<file path="src/rtl/i2csbe_pkg.sv">
// Package for the I2C slave bit engine: bus phase codes, state and result
// structs, transmit index width. No dependencies.
`default_nettype none

package i2csbe_pkg;

    // width of the transmit index counter (1 to 8)
    localparam int unsigned TX_INDEX_BITS = 5;
    // width of the reported transmit index field
    localparam int unsigned TX_INDEX_OUT_BITS = 5;

    // opcode of an input word
    localparam logic OP_SCL_EDGE = 1'b0;
    localparam logic OP_SDA_EDGE = 1'b1;

    // bus phase codes as reported on bus_phase
    typedef enum logic [2:0] {
        PH_IDLE  = 3'd0,
        PH_START = 3'd1,
        PH_DATA  = 3'd2,
        PH_ACK   = 3'd3,
        PH_NACK  = 3'd4
    } t_phase;

    // engine state carried from one word to the next
    typedef struct packed {
        t_phase                   phase;
        logic [3:0]               bit_count;
        logic [7:0]               shift_byte;
        logic                     read_mode;
        logic                     match_flag;
        logic                     first_byte;
        logic [TX_INDEX_BITS-1:0] transmit_index;
        logic                     drive_enable;
        logic                     drive_level;
    } t_state;

    // one result word
    typedef struct packed {
        logic                         sda_drive;
        logic                         sda_out;
        logic                         rx_valid;
        logic [7:0]                   rx_byte;
        logic [TX_INDEX_OUT_BITS-1:0] tx_index;
        logic                         stop_seen;
        logic                         addressed;
        logic [2:0]                   bus_phase;
    } t_result;

    localparam t_state STATE_RESET = '{
        phase:          PH_IDLE,
        bit_count:      4'd0,
        shift_byte:     8'd0,
        read_mode:      1'b0,
        match_flag:     1'b0,
        first_byte:     1'b1,
        transmit_index: '0,
        drive_enable:   1'b0,
        drive_level:    1'b1
    };

endpackage

`default_nettype wire

</file>
<file path="src/rtl/i2csbe_ifs.sv">
// Valid/ready channel interfaces of the I2C slave bit engine: event input,
// result output and address configuration. No dependencies.
`default_nettype none

// bus edge event channel
interface i2csbe_in_if;
    logic       valid;
    logic       ready;
    logic       opcode;
    logic       scl_level;
    logic       sda_level;
    logic [7:0] tx_data;

    modport source (output valid, opcode, scl_level, sda_level, tx_data, input ready);
    modport sink   (input valid, opcode, scl_level, sda_level, tx_data, output ready);
endinterface

// result channel
interface i2csbe_out_if;
    logic       valid;
    logic       ready;
    logic       sda_drive;
    logic       sda_out;
    logic       rx_valid;
    logic [7:0] rx_byte;
    logic [4:0] tx_index;
    logic       stop_seen;
    logic       addressed;
    logic [2:0] bus_phase;

    modport source (output valid, sda_drive, sda_out, rx_valid, rx_byte, tx_index,
                    stop_seen, addressed, bus_phase, input ready);
    modport sink   (input valid, sda_drive, sda_out, rx_valid, rx_byte, tx_index,
                    stop_seen, addressed, bus_phase, output ready);
endinterface

// own address write channel
interface i2csbe_cfg_if;
    logic       valid;
    logic       ready;
    logic [6:0] data;

    modport source (output valid, data, input ready);
    modport sink   (input valid, data, output ready);
endinterface

`default_nettype wire

</file>
<file path="src/rtl/i2csbe_step.sv">
// Next-state and result logic of the I2C slave bit engine for one bus event.
// Uses i2csbe_pkg.
`default_nettype none

module i2csbe_step (
    input  var i2csbe_pkg::t_state  i_state,
    input  var logic [6:0]          i_own_address,
    input  var logic                i_opcode,
    input  var logic                i_scl_level,
    input  var logic                i_sda_level,
    input  var logic [7:0]          i_tx_data,
    output var i2csbe_pkg::t_state  o_state,
    output var i2csbe_pkg::t_result o_result
);

    i2csbe_pkg::t_state n_state;
    logic               n_rx_valid;
    logic [7:0]         n_rx_byte;
    logic               n_stop;
    logic [3:0]         n_count;
    logic [i2csbe_pkg::TX_INDEX_BITS+4:0] n_index_wide;

    // event decode and state update
    always_comb begin
        n_state    = i_state;
        n_rx_valid = 1'b0;
        n_rx_byte  = 8'd0;
        n_stop     = 1'b0;
        n_count    = i_state.bit_count + 4'd1;

        if (i_opcode == i2csbe_pkg::OP_SCL_EDGE) begin
            if (i_scl_level) begin
                // scl rise: sample sda
                if (i_state.phase == i2csbe_pkg::PH_DATA) begin
                    if (!i_state.read_mode && !i_state.bit_count[3] && i_sda_level) begin
                        n_state.shift_byte[3'd7 - i_state.bit_count[2:0]] = 1'b1;
                    end
                end else if (i_state.phase == i2csbe_pkg::PH_ACK) begin
                    if (i_state.read_mode && i_sda_level) begin
                        n_state.phase = i2csbe_pkg::PH_NACK;
                    end
                end
            end else begin
                // scl fall: advance the bit engine
                case (i_state.phase)
                    i2csbe_pkg::PH_START: begin
                        n_state.bit_count      = 4'd0;
                        n_state.first_byte     = 1'b1;
                        n_state.transmit_index = '0;
                        n_state.match_flag     = 1'b0;
                        n_state.shift_byte     = 8'd0;
                        n_state.read_mode      = 1'b0;
                        n_state.phase          = i2csbe_pkg::PH_DATA;
                    end
                    i2csbe_pkg::PH_DATA: begin
                        n_state.bit_count = n_count;
                        if (!n_count[3]) begin
                            if (i_state.read_mode) begin
                                n_state.drive_level = i_tx_data[3'd7 - n_count[2:0]];
                            end
                        end else if (n_count == 4'd8) begin
                            if (!i_state.read_mode) begin
                                if (i_state.first_byte) begin
                                    if (i_state.shift_byte[7:1] == i_own_address) begin
                                        n_state.match_flag = 1'b1;
                                        n_state.read_mode  = i_state.shift_byte[0];
                                    end
                                end else if (i_state.match_flag) begin
                                    n_rx_valid = 1'b1;
                                    n_rx_byte  = i_state.shift_byte;
                                end
                                if (n_state.match_flag) begin
                                    n_state.drive_enable = 1'b1;
                                    n_state.drive_level  = 1'b0;
                                end
                            end else begin
                                n_state.drive_enable   = 1'b0;
                                n_state.transmit_index = i_state.transmit_index + 1'b1;
                            end
                            n_state.phase = i2csbe_pkg::PH_ACK;
                        end
                    end
                    i2csbe_pkg::PH_ACK: begin
                        n_state.bit_count = 4'd0;
                        if (!i_state.read_mode) begin
                            n_state.drive_enable = 1'b0;
                            n_state.first_byte   = 1'b0;
                            n_state.shift_byte   = 8'd0;
                        end else begin
                            n_state.drive_enable = 1'b1;
                            n_state.drive_level  = i_tx_data[7];
                        end
                        n_state.phase = i2csbe_pkg::PH_DATA;
                    end
                    i2csbe_pkg::PH_NACK: begin
                        n_state.bit_count    = 4'd0;
                        n_state.match_flag   = 1'b0;
                        n_state.drive_enable = 1'b0;
                    end
                    default: begin
                    end
                endcase
            end
        end else if (i_scl_level) begin
            // sda edge with scl high: start or stop
            if (!i_sda_level) begin
                n_state.phase = i2csbe_pkg::PH_START;
            end else begin
                n_state.phase      = i2csbe_pkg::PH_IDLE;
                n_state.match_flag = 1'b0;
                n_stop             = 1'b1;
            end
        end
    end

    // reported index is the low bits of the counter, zero extended
    assign n_index_wide = {5'd0, n_state.transmit_index};

    assign o_state = n_state;

    // result word
    always_comb begin
        o_result.sda_drive = n_state.drive_enable;
        o_result.sda_out   = n_state.drive_level;
        o_result.rx_valid  = n_rx_valid;
        o_result.rx_byte   = n_rx_byte;
        o_result.tx_index  = n_index_wide[i2csbe_pkg::TX_INDEX_OUT_BITS-1:0];
        o_result.stop_seen = n_stop;
        o_result.addressed = n_state.match_flag;
        o_result.bus_phase = n_state.phase;
    end

endmodule

`default_nettype wire

</file>
<file path="src/rtl/i2c_slave_bit_engine.sv">
// Top level of the I2C slave bit engine: state and result registers around
// i2csbe_step. Uses i2csbe_pkg and the channel interfaces in i2csbe_ifs.sv.
//
//   channel   dir  word                                       accepted when
//   i_in      in   opcode, scl_level, sda_level, tx_data       valid && ready
//   o_out     out  sda_drive, sda_out, rx_valid, rx_byte,      valid && ready
//                  tx_index, stop_seen, addressed, bus_phase
//   i_cfg     in   own_address (7 bits)                        valid (ready tied high)
//
// One event per clock unless stalled; a result appears the cycle after its event.
// The single output register sets the rate: a new event is taken whenever that
// register is empty or is being read in the same cycle.
// Synchronous active-low reset clears the engine state, own address and the
// output valid. An output stall holds the result and stops intake.
`default_nettype none

module i2c_slave_bit_engine (
    input  wire               i_clk,
    input  wire               i_rst_n,
    i2csbe_in_if.sink         i_in,
    i2csbe_out_if.source      o_out,
    i2csbe_cfg_if.sink        i_cfg
);

    i2csbe_pkg::t_state  r_state;
    i2csbe_pkg::t_state  n_state;
    i2csbe_pkg::t_result r_result;
    i2csbe_pkg::t_result n_result;
    logic                r_out_valid;
    logic [6:0]          r_own_address;
    logic                w_in_ready;
    logic                w_in_take;

    // event update logic
    i2csbe_step u_step (
        .i_state       (r_state),
        .i_own_address (r_own_address),
        .i_opcode      (i_in.opcode),
        .i_scl_level   (i_in.scl_level),
        .i_sda_level   (i_in.sda_level),
        .i_tx_data     (i_in.tx_data),
        .o_state       (n_state),
        .o_result      (n_result)
    );

    // handshake
    assign w_in_ready = !r_out_valid || o_out.ready;
    assign w_in_take  = i_in.valid && w_in_ready;
    assign i_in.ready = w_in_ready;
    assign i_cfg.ready = 1'b1;

    // own address register
    always_ff @(posedge i_clk) begin
        if (!i_rst_n) begin
            r_own_address <= 7'd0;
        end else if (i_cfg.valid) begin
            r_own_address <= i_cfg.data;
        end
    end

    // engine state and output valid
    always_ff @(posedge i_clk) begin
        if (!i_rst_n) begin
            r_state     <= i2csbe_pkg::STATE_RESET;
            r_out_valid <= 1'b0;
        end else begin
            if (w_in_take) begin
                r_state <= n_state;
            end
            if (w_in_take) begin
                r_out_valid <= 1'b1;
            end else if (o_out.ready) begin
                r_out_valid <= 1'b0;
            end
        end
    end

    // result word register
    always_ff @(posedge i_clk) begin
        if (w_in_take) begin
            r_result <= n_result;
        end
    end

    // output channel
    assign o_out.valid     = r_out_valid;
    assign o_out.sda_drive = r_result.sda_drive;
    assign o_out.sda_out   = r_result.sda_out;
    assign o_out.rx_valid  = r_result.rx_valid;
    assign o_out.rx_byte   = r_result.rx_byte;
    assign o_out.tx_index  = r_result.tx_index;
    assign o_out.stop_seen = r_result.stop_seen;
    assign o_out.addressed = r_result.addressed;
    assign o_out.bus_phase = r_result.bus_phase;

endmodule

`default_nettype wire
</file>
<file path="src/flat_wrapper.sv">
// flat-port wrapper written by rule: the top's interface ports become plain ports
module i2c_slave_bit_engine_flat 
  (i_clk, i_rst_n, i_in_valid, i_in_opcode, i_in_scl_level, i_in_sda_level, i_in_tx_data, i_in_ready, o_out_valid, o_out_sda_drive, o_out_sda_out, o_out_rx_valid, o_out_rx_byte, o_out_tx_index, o_out_stop_seen, o_out_addressed, o_out_bus_phase, o_out_ready, i_cfg_valid, i_cfg_data, i_cfg_ready);
  i2csbe_in_if i_in_i ();
  i2csbe_out_if o_out_i ();
  i2csbe_cfg_if i_cfg_i ();
  input  wire i_clk;
  input  wire i_rst_n;
  input wire logic [$bits(i_in_i.valid)-1:0] i_in_valid;
  input wire logic [$bits(i_in_i.opcode)-1:0] i_in_opcode;
  input wire logic [$bits(i_in_i.scl_level)-1:0] i_in_scl_level;
  input wire logic [$bits(i_in_i.sda_level)-1:0] i_in_sda_level;
  input wire logic [$bits(i_in_i.tx_data)-1:0] i_in_tx_data;
  output wire logic [$bits(i_in_i.ready)-1:0] i_in_ready;
  output wire logic [$bits(o_out_i.valid)-1:0] o_out_valid;
  output wire logic [$bits(o_out_i.sda_drive)-1:0] o_out_sda_drive;
  output wire logic [$bits(o_out_i.sda_out)-1:0] o_out_sda_out;
  output wire logic [$bits(o_out_i.rx_valid)-1:0] o_out_rx_valid;
  output wire logic [$bits(o_out_i.rx_byte)-1:0] o_out_rx_byte;
  output wire logic [$bits(o_out_i.tx_index)-1:0] o_out_tx_index;
  output wire logic [$bits(o_out_i.stop_seen)-1:0] o_out_stop_seen;
  output wire logic [$bits(o_out_i.addressed)-1:0] o_out_addressed;
  output wire logic [$bits(o_out_i.bus_phase)-1:0] o_out_bus_phase;
  input wire logic [$bits(o_out_i.ready)-1:0] o_out_ready;
  input wire logic [$bits(i_cfg_i.valid)-1:0] i_cfg_valid;
  input wire logic [$bits(i_cfg_i.data)-1:0] i_cfg_data;
  output wire logic [$bits(i_cfg_i.ready)-1:0] i_cfg_ready;
  assign i_in_i.valid = i_in_valid;
  assign i_in_i.opcode = i_in_opcode;
  assign i_in_i.scl_level = i_in_scl_level;
  assign i_in_i.sda_level = i_in_sda_level;
  assign i_in_i.tx_data = i_in_tx_data;
  assign i_in_ready = i_in_i.ready;
  assign o_out_valid = o_out_i.valid;
  assign o_out_sda_drive = o_out_i.sda_drive;
  assign o_out_sda_out = o_out_i.sda_out;
  assign o_out_rx_valid = o_out_i.rx_valid;
  assign o_out_rx_byte = o_out_i.rx_byte;
  assign o_out_tx_index = o_out_i.tx_index;
  assign o_out_stop_seen = o_out_i.stop_seen;
  assign o_out_addressed = o_out_i.addressed;
  assign o_out_bus_phase = o_out_i.bus_phase;
  assign o_out_i.ready = o_out_ready;
  assign i_cfg_i.valid = i_cfg_valid;
  assign i_cfg_i.data = i_cfg_data;
  assign i_cfg_ready = i_cfg_i.ready;
  i2c_slave_bit_engine u_core (.i_clk(i_clk), .i_rst_n(i_rst_n), .i_in(i_in_i), .o_out(o_out_i), .i_cfg(i_cfg_i));
endmodule
</file>
<file path="config.mk">
export PLATFORM = sky130hd
export DESIGN_NAME = i2c_slave_bit_engine_flat
export DESIGN_NICKNAME = d
export VERILOG_FILES = /design/src/rtl/i2csbe_pkg.sv /design/src/rtl/i2csbe_ifs.sv /design/src/rtl/i2csbe_step.sv /design/src/rtl/i2c_slave_bit_engine.sv /design/src/flat_wrapper.sv
export SDC_FILE = /design/constraint.sdc
export NUM_CORES = 1
export LEC_CHECK = 0
export BUFFER_PORTS_ARGS = -buffer_cell sky130_fd_sc_hd__buf_2
export CAP_MARGIN = 0
export CORE_UTILIZATION = 55
export CTS_CLUSTER_DIAMETER = 50
export DETAILED_ROUTE_END_ITERATION = 8
export PLACE_DENSITY_LB_ADDON = 0.3
export SLEW_MARGIN = 20
export SYNTH_ARGS = -nofsm -noshare
export SYNTH_HDL_FRONTEND = slang
export SYNTH_SLANG_ARGS = --single-unit
</file>
<file path="constraint.sdc">
create_clock -name i_clk -period 2.96 [get_ports i_clk]
set_input_delay 0.148 -clock i_clk [delete_from_list [all_inputs] [get_ports i_clk]]
set_output_delay 0.148 -clock i_clk [all_outputs]
set_load 0.02 [all_outputs]
</file>
==> impl_results.rst <==
.. list-table::
   :header-rows: 1

   * - Metric
     - Value
   * - Register-to-register path setup slack
     - 700 ps
   * - Clk Latency, worst-skew pair
     - 300 ps
   * - Worst Max-Slew Pin Slew
     - 790.6 ps
   * - Final RePlAce weighted congestion
     - 0.9440
   * - Effective utilization at floorplan
     - 58.68%
   * - Final critical-path share of the clock period
     - 76.25%
   * - Post-synthesis compound-gate area fraction
     - 17.02%
   * - Most instantiated flip-flop cell in the synthesis netlist
     - sky130_fd_sc_hd__dfxtp_1
   * - Die W
     - 73.93 µm
   * - Worst reg2reg path endpoint
     - u_core.o_out.rx_byte[7]$_SDFFCE_PP0P_
   * - Resized Gates After CTS
     - 0
   * - Clock Tree Root
     - sky130_fd_sc_hd__clkbuf_8
   * - Total global routing overflow
     - 0
   * - Share of total power consumed by net switching
     - 24.79%
   * - # hold bufs at CTS
     - 0
   * - Dominant combinational cell family by area after synthesis
     - simple AND/OR/NAND/NOR gates
   * - Sum of net half-perimeters after detailed placement
     - 4388 µm
   * - Accumulated negative setup slack
     - 0 ps
   * - Number of clock buffers inserted by TritonCTS
     - 5
   * - Number of global-route vias before repair
     - 2066
   * - All-Layer GR Usage
     - 24.33%
   * - Endpoint, Worst Hold
     - u_core.r_own_address[1]$_SDFFE_PN0P_
   * - Cell leakage power
     - 1.229 nW
   * - Cell depth of the worst hold path
     - 3
   * - CTS tree
     - yes
   * - Overall die height
     - 73.93 µm
   * - Sort of element at the start of the critical path
     - register
   * - Cell type with the largest total area after synthesis
     - sky130_fd_sc_hd__dfxtp_1
   * - Share of the core filled with cells in the final layout
     - 66.63%
   * - Largest cells by area after synthesis
     - sky130_fd_sc_hd__dfxtp_1 (23%), sky130_fd_sc_hd__edfxtp_1 (22%), sky130_fd_sc_hd__mux2i_1 (4.2%)
   * - Post-Synth XOR/XNOR Area
     - 3.386%
   * - Total nets after synthesis
     - 328
   * - Sequential area share after synthesis
     - 45.38%
   * - Sw power
     - 0.3688 mW
   * - Combinational Power Share
     - 12.8%
   * - Number of flops mapped to enable cells by yosys
     - 21
   * - Antenna violations before repair
     - 0
   * - DRC violation count after routing
     - 0
   * - Maximum root-to-sink buffer count
     - 2
   * - Detailed-route wire length per cell
     - 15.09 µm
   * - Top achievable clock speed
     - 443.1 MHz
   * - Final WS setup
     - 703.1 ps
   * - Largest clock skew in the final design
     - 4.658 ps
   * - Via total after detailed routing
     - 2406
   * - CTS H-tree depth
     - 2
   * - Input/output buffers
     - 45
   * - Fraction of layout cells with a size suffix above 1
     - 20.35%
   * - Maximum ir drop on the vdd rail
     - 0.3422 mV
   * - Maximum Capacitance Violations
     - 0
   * - Sequential share of power
     - 54.2%
   * - Synth unique cells
     - 61
   * - Area occupied by multi-input gates
     - 0.001429 mm²
   * - Routed Antenna Nets
     - 0
   * - Number of failing setup endpoints in the final timing report
     - 0
   * - Setup repair after global routing missed its margin
     - false
   * - Avg Inst Size Synth
     - 9.390 µm²
   * - Power density over cell area
     - 460.5 mW/mm²
   * - Global-route wire length before repair
     - 10030 µm
   * - Synthesized instance count
     - 303
   * - Final-layout fill cell count
     - 413
   * - Clock edge transition at the registers on the reported setup and hold paths
     - 90 ps
   * - Row count
     - 25
   * - Data required time of the critical path
     - 3140 ps
   * - Pre-antenna DRT Iters
     - 5
   * - Ports
     - 47
   * - Crit-path max FO
     - 11
   * - Outcome
     - completed
   * - Slew margin rel.
     - 46.74%
   * - Via density
     - 5.854
   * - Max Slew Vio Count
     - 0
   * - Clock power share
     - 32.9%
   * - Synthesized-area fraction occupied by and/or/nand/nor cells
     - 22.60%
   * - Area growth, synth to finish
     - 13.54%
   * - Initial drt markers
     - 191
   * - Yosys Warn Count
     - 0
   * - Fraction of synthesized area in multiplexers
     - 6.201%
   * - Count of inserted antenna diode cells
     - 0
   * - Startpoint of the lowest-slack register-to-register path
     - u_core.r_state[18]$_SDFFE_PN0P_
   * - Post-CTS setup buffer count
     - 0
   * - Area fraction of the dominant cell type after synthesis
     - 23.22%
   * - DIE AREA
     - 0.005465 mm²
   * - Cell Int Power
     - 1.119 mW
   * - Worst setup timing slack at the placement stage
     - 720.0 ps
   * - Cell Area, Synth
     - 0.002845 mm²
   * - Number of sinks on the clock net
     - 54
   * - Minimum clock period after layout
     - 2257 ps
   * - Area of the core region
     - 0.004848 mm²
   * - Largest net degree at the start of global routing
     - 29
   * - Aggregate routed wire length
     - 6202 µm
   * - Post-synthesis adder-cell area fraction
     - 0.8795%
   * - Reg area
     - 0.001291 mm²
   * - Crit end category
     - register
   * - Worst Min Path Start
     - i_cfg_data[1]
   * - Count of state elements after synthesis
     - 54
   * - Hold Fails Final Rpt
     - 0
   * - WP data arrival
     - 2430 ps
   * - Worst min-delay path class
     - input pin to register
   * - Net total in the final layout
     - 368
   * - Ys async rst share
     - 0%
   * - Worst Reg2Reg Path Length in Cells
     - 5
   * - Setup CP Type
     - register to register
layer usage:
layer / GRT usage (%) / up-vias / wire length (µm) / part of all wire (%)
li1: - / 1192 / - / -
met1: 35.30 / 1108 / 2991 / 48
met2: 35.76 / 99 / 2727 / 44
met3: 5.350 / 7 / 395 / 6.4
met4: 8.333 / 0 / 88 / 1.4
met5: 0 / - / 0 / 0
critical path, stage by stage (launching register included):
cell and delay [ps]:
sky130_fd_sc_hd__dfxtp_1 540, sky130_fd_sc_hd__nand3_1 190, sky130_fd_sc_hd__xor2_1 250, sky130_fd_sc_hd__nor4_1 500, sky130_fd_sc_hd__nor4b_4 460, sky130_fd_sc_hd__and2_1 200
sequential cells by signal, summed over array words and instances, names as in the netlist, 3 cells and up:
| signal | flops |
|---|---|
| u_core.r_state | 25 |
| u_core.o_out.rx_byte | 8 |
| u_core.r_own_address | 7 |
| u_core.o_out.tx_index | 5 |
| u_core.o_out.bus_phase | 3 |
cells by family after synthesis:
group,after synthesis
AND/OR/NAND/NOR,120
adder cells (fa/ha/maj),2
other,1
AO/OA/AOI/OAI,71
flip-flops,54
buffers and inverters,29
XOR/XNOR,11
multiplexers,15
synthesized netlist by cell type, drive strengths merged (10+ instances only):
library cell,count
and2,10
o21ai,11
nor3,11
nand3,12
dfxtp,33
clkbuf,11
edfxtp,21
nor2,31
mux2i,12
a21oi,14
nand2,16
how the worst max path moves through the flow:
stage / cells after the start / to / slack [ps] / start
after floorplan: 7 / u_core.r_state[7]$_SDFFE_PN1P_ / 790 / u_core.o_out.valid$_SDFFE_PN0P_
after global placement: 5 / u_core.o_out.rx_byte[5]$_SDFFCE_PP0P_ / 760 / u_core.r_state[18]$_SDFFE_PN0P_
after detailed placement: 5 / u_core.o_out.rx_byte[7]$_SDFFCE_PP0P_ / 720 / u_core.r_state[18]$_SDFFE_PN0P_
after CTS: 5 / u_core.o_out.rx_byte[7]$_SDFFCE_PP0P_ / 700 / u_core.r_state[18]$_SDFFE_PN0P_
after global routing: 5 / u_core.o_out.rx_byte[5]$_SDFFCE_PP0P_ / 470 / u_core.r_state[18]$_SDFFE_PN0P_
final: 5 / u_core.o_out.rx_byte[7]$_SDFFCE_PP0P_ / 700 / u_core.r_state[18]$_SDFFE_PN0P_
power groups by stage:
stage	logic (mW)	registers [mW]	clock network [mW]
5_1_grt	0.208	0.811	0.530
6_report	0.191	0.807	0.490
4_1_cts	0.189	0.807	0.503
3_3_place_gp	0.187	0.824	0
3_5_place_dp	0.189	0.824	0
2_1_floorplan	0.112	0.843	0
stage by stage:
step | instance area [µm²] | total power, mW | hold WS [ps] | instances
2_1_floorplan | 2845 | 0.9547 | 295.4 | 303
3_3_place_gp | 3119 | 1.011 | 380.1 | 403
3_5_place_dp | 3119 | 1.013 | 390.2 | 403
4_1_cts | 3231 | 1.499 | 69.41 | 411
5_1_grt | 3231 | 1.549 | 79.61 | 411
6_report | 3231 | 1.488 | 76.61 | 411
placed cells by master (no fill, tap or decap), types with 5 or more instances in the layout:
cell type                  count
sky130_fd_sc_hd__xnor2_1       9
sky130_fd_sc_hd__edfxtp_1     21
sky130_fd_sc_hd__nor2_1       31
sky130_fd_sc_hd__nand3_1      12
sky130_fd_sc_hd__nor4_1        5
sky130_fd_sc_hd__clkbuf_8      5
sky130_fd_sc_hd__buf_4         7
sky130_fd_sc_hd__a31oi_1       9
sky130_fd_sc_hd__o21a_1        6
sky130_fd_sc_hd__and2_1       10
sky130_fd_sc_hd__inv_1         9
sky130_fd_sc_hd__o21ai_0      11
sky130_fd_sc_hd__mux2i_1      12
sky130_fd_sc_hd__buf_2        45
sky130_fd_sc_hd__a21oi_1      14
sky130_fd_sc_hd__nor3_1       11
sky130_fd_sc_hd__dfxtp_1      33
sky130_fd_sc_hd__nand2_1      16
cell type report:
cell class              instances  share of cell area (%)
clock buffers                   5                   2.130
clock inverters                 3                   1.317
inverters                      10                   1.162
multi-input cells             220                   44.23
flip-flops and latches         54                   39.97
well taps                      67                   2.595
repair buffers                 52                   8.598
No activity file was read; power rests on OpenSTA's default activity.
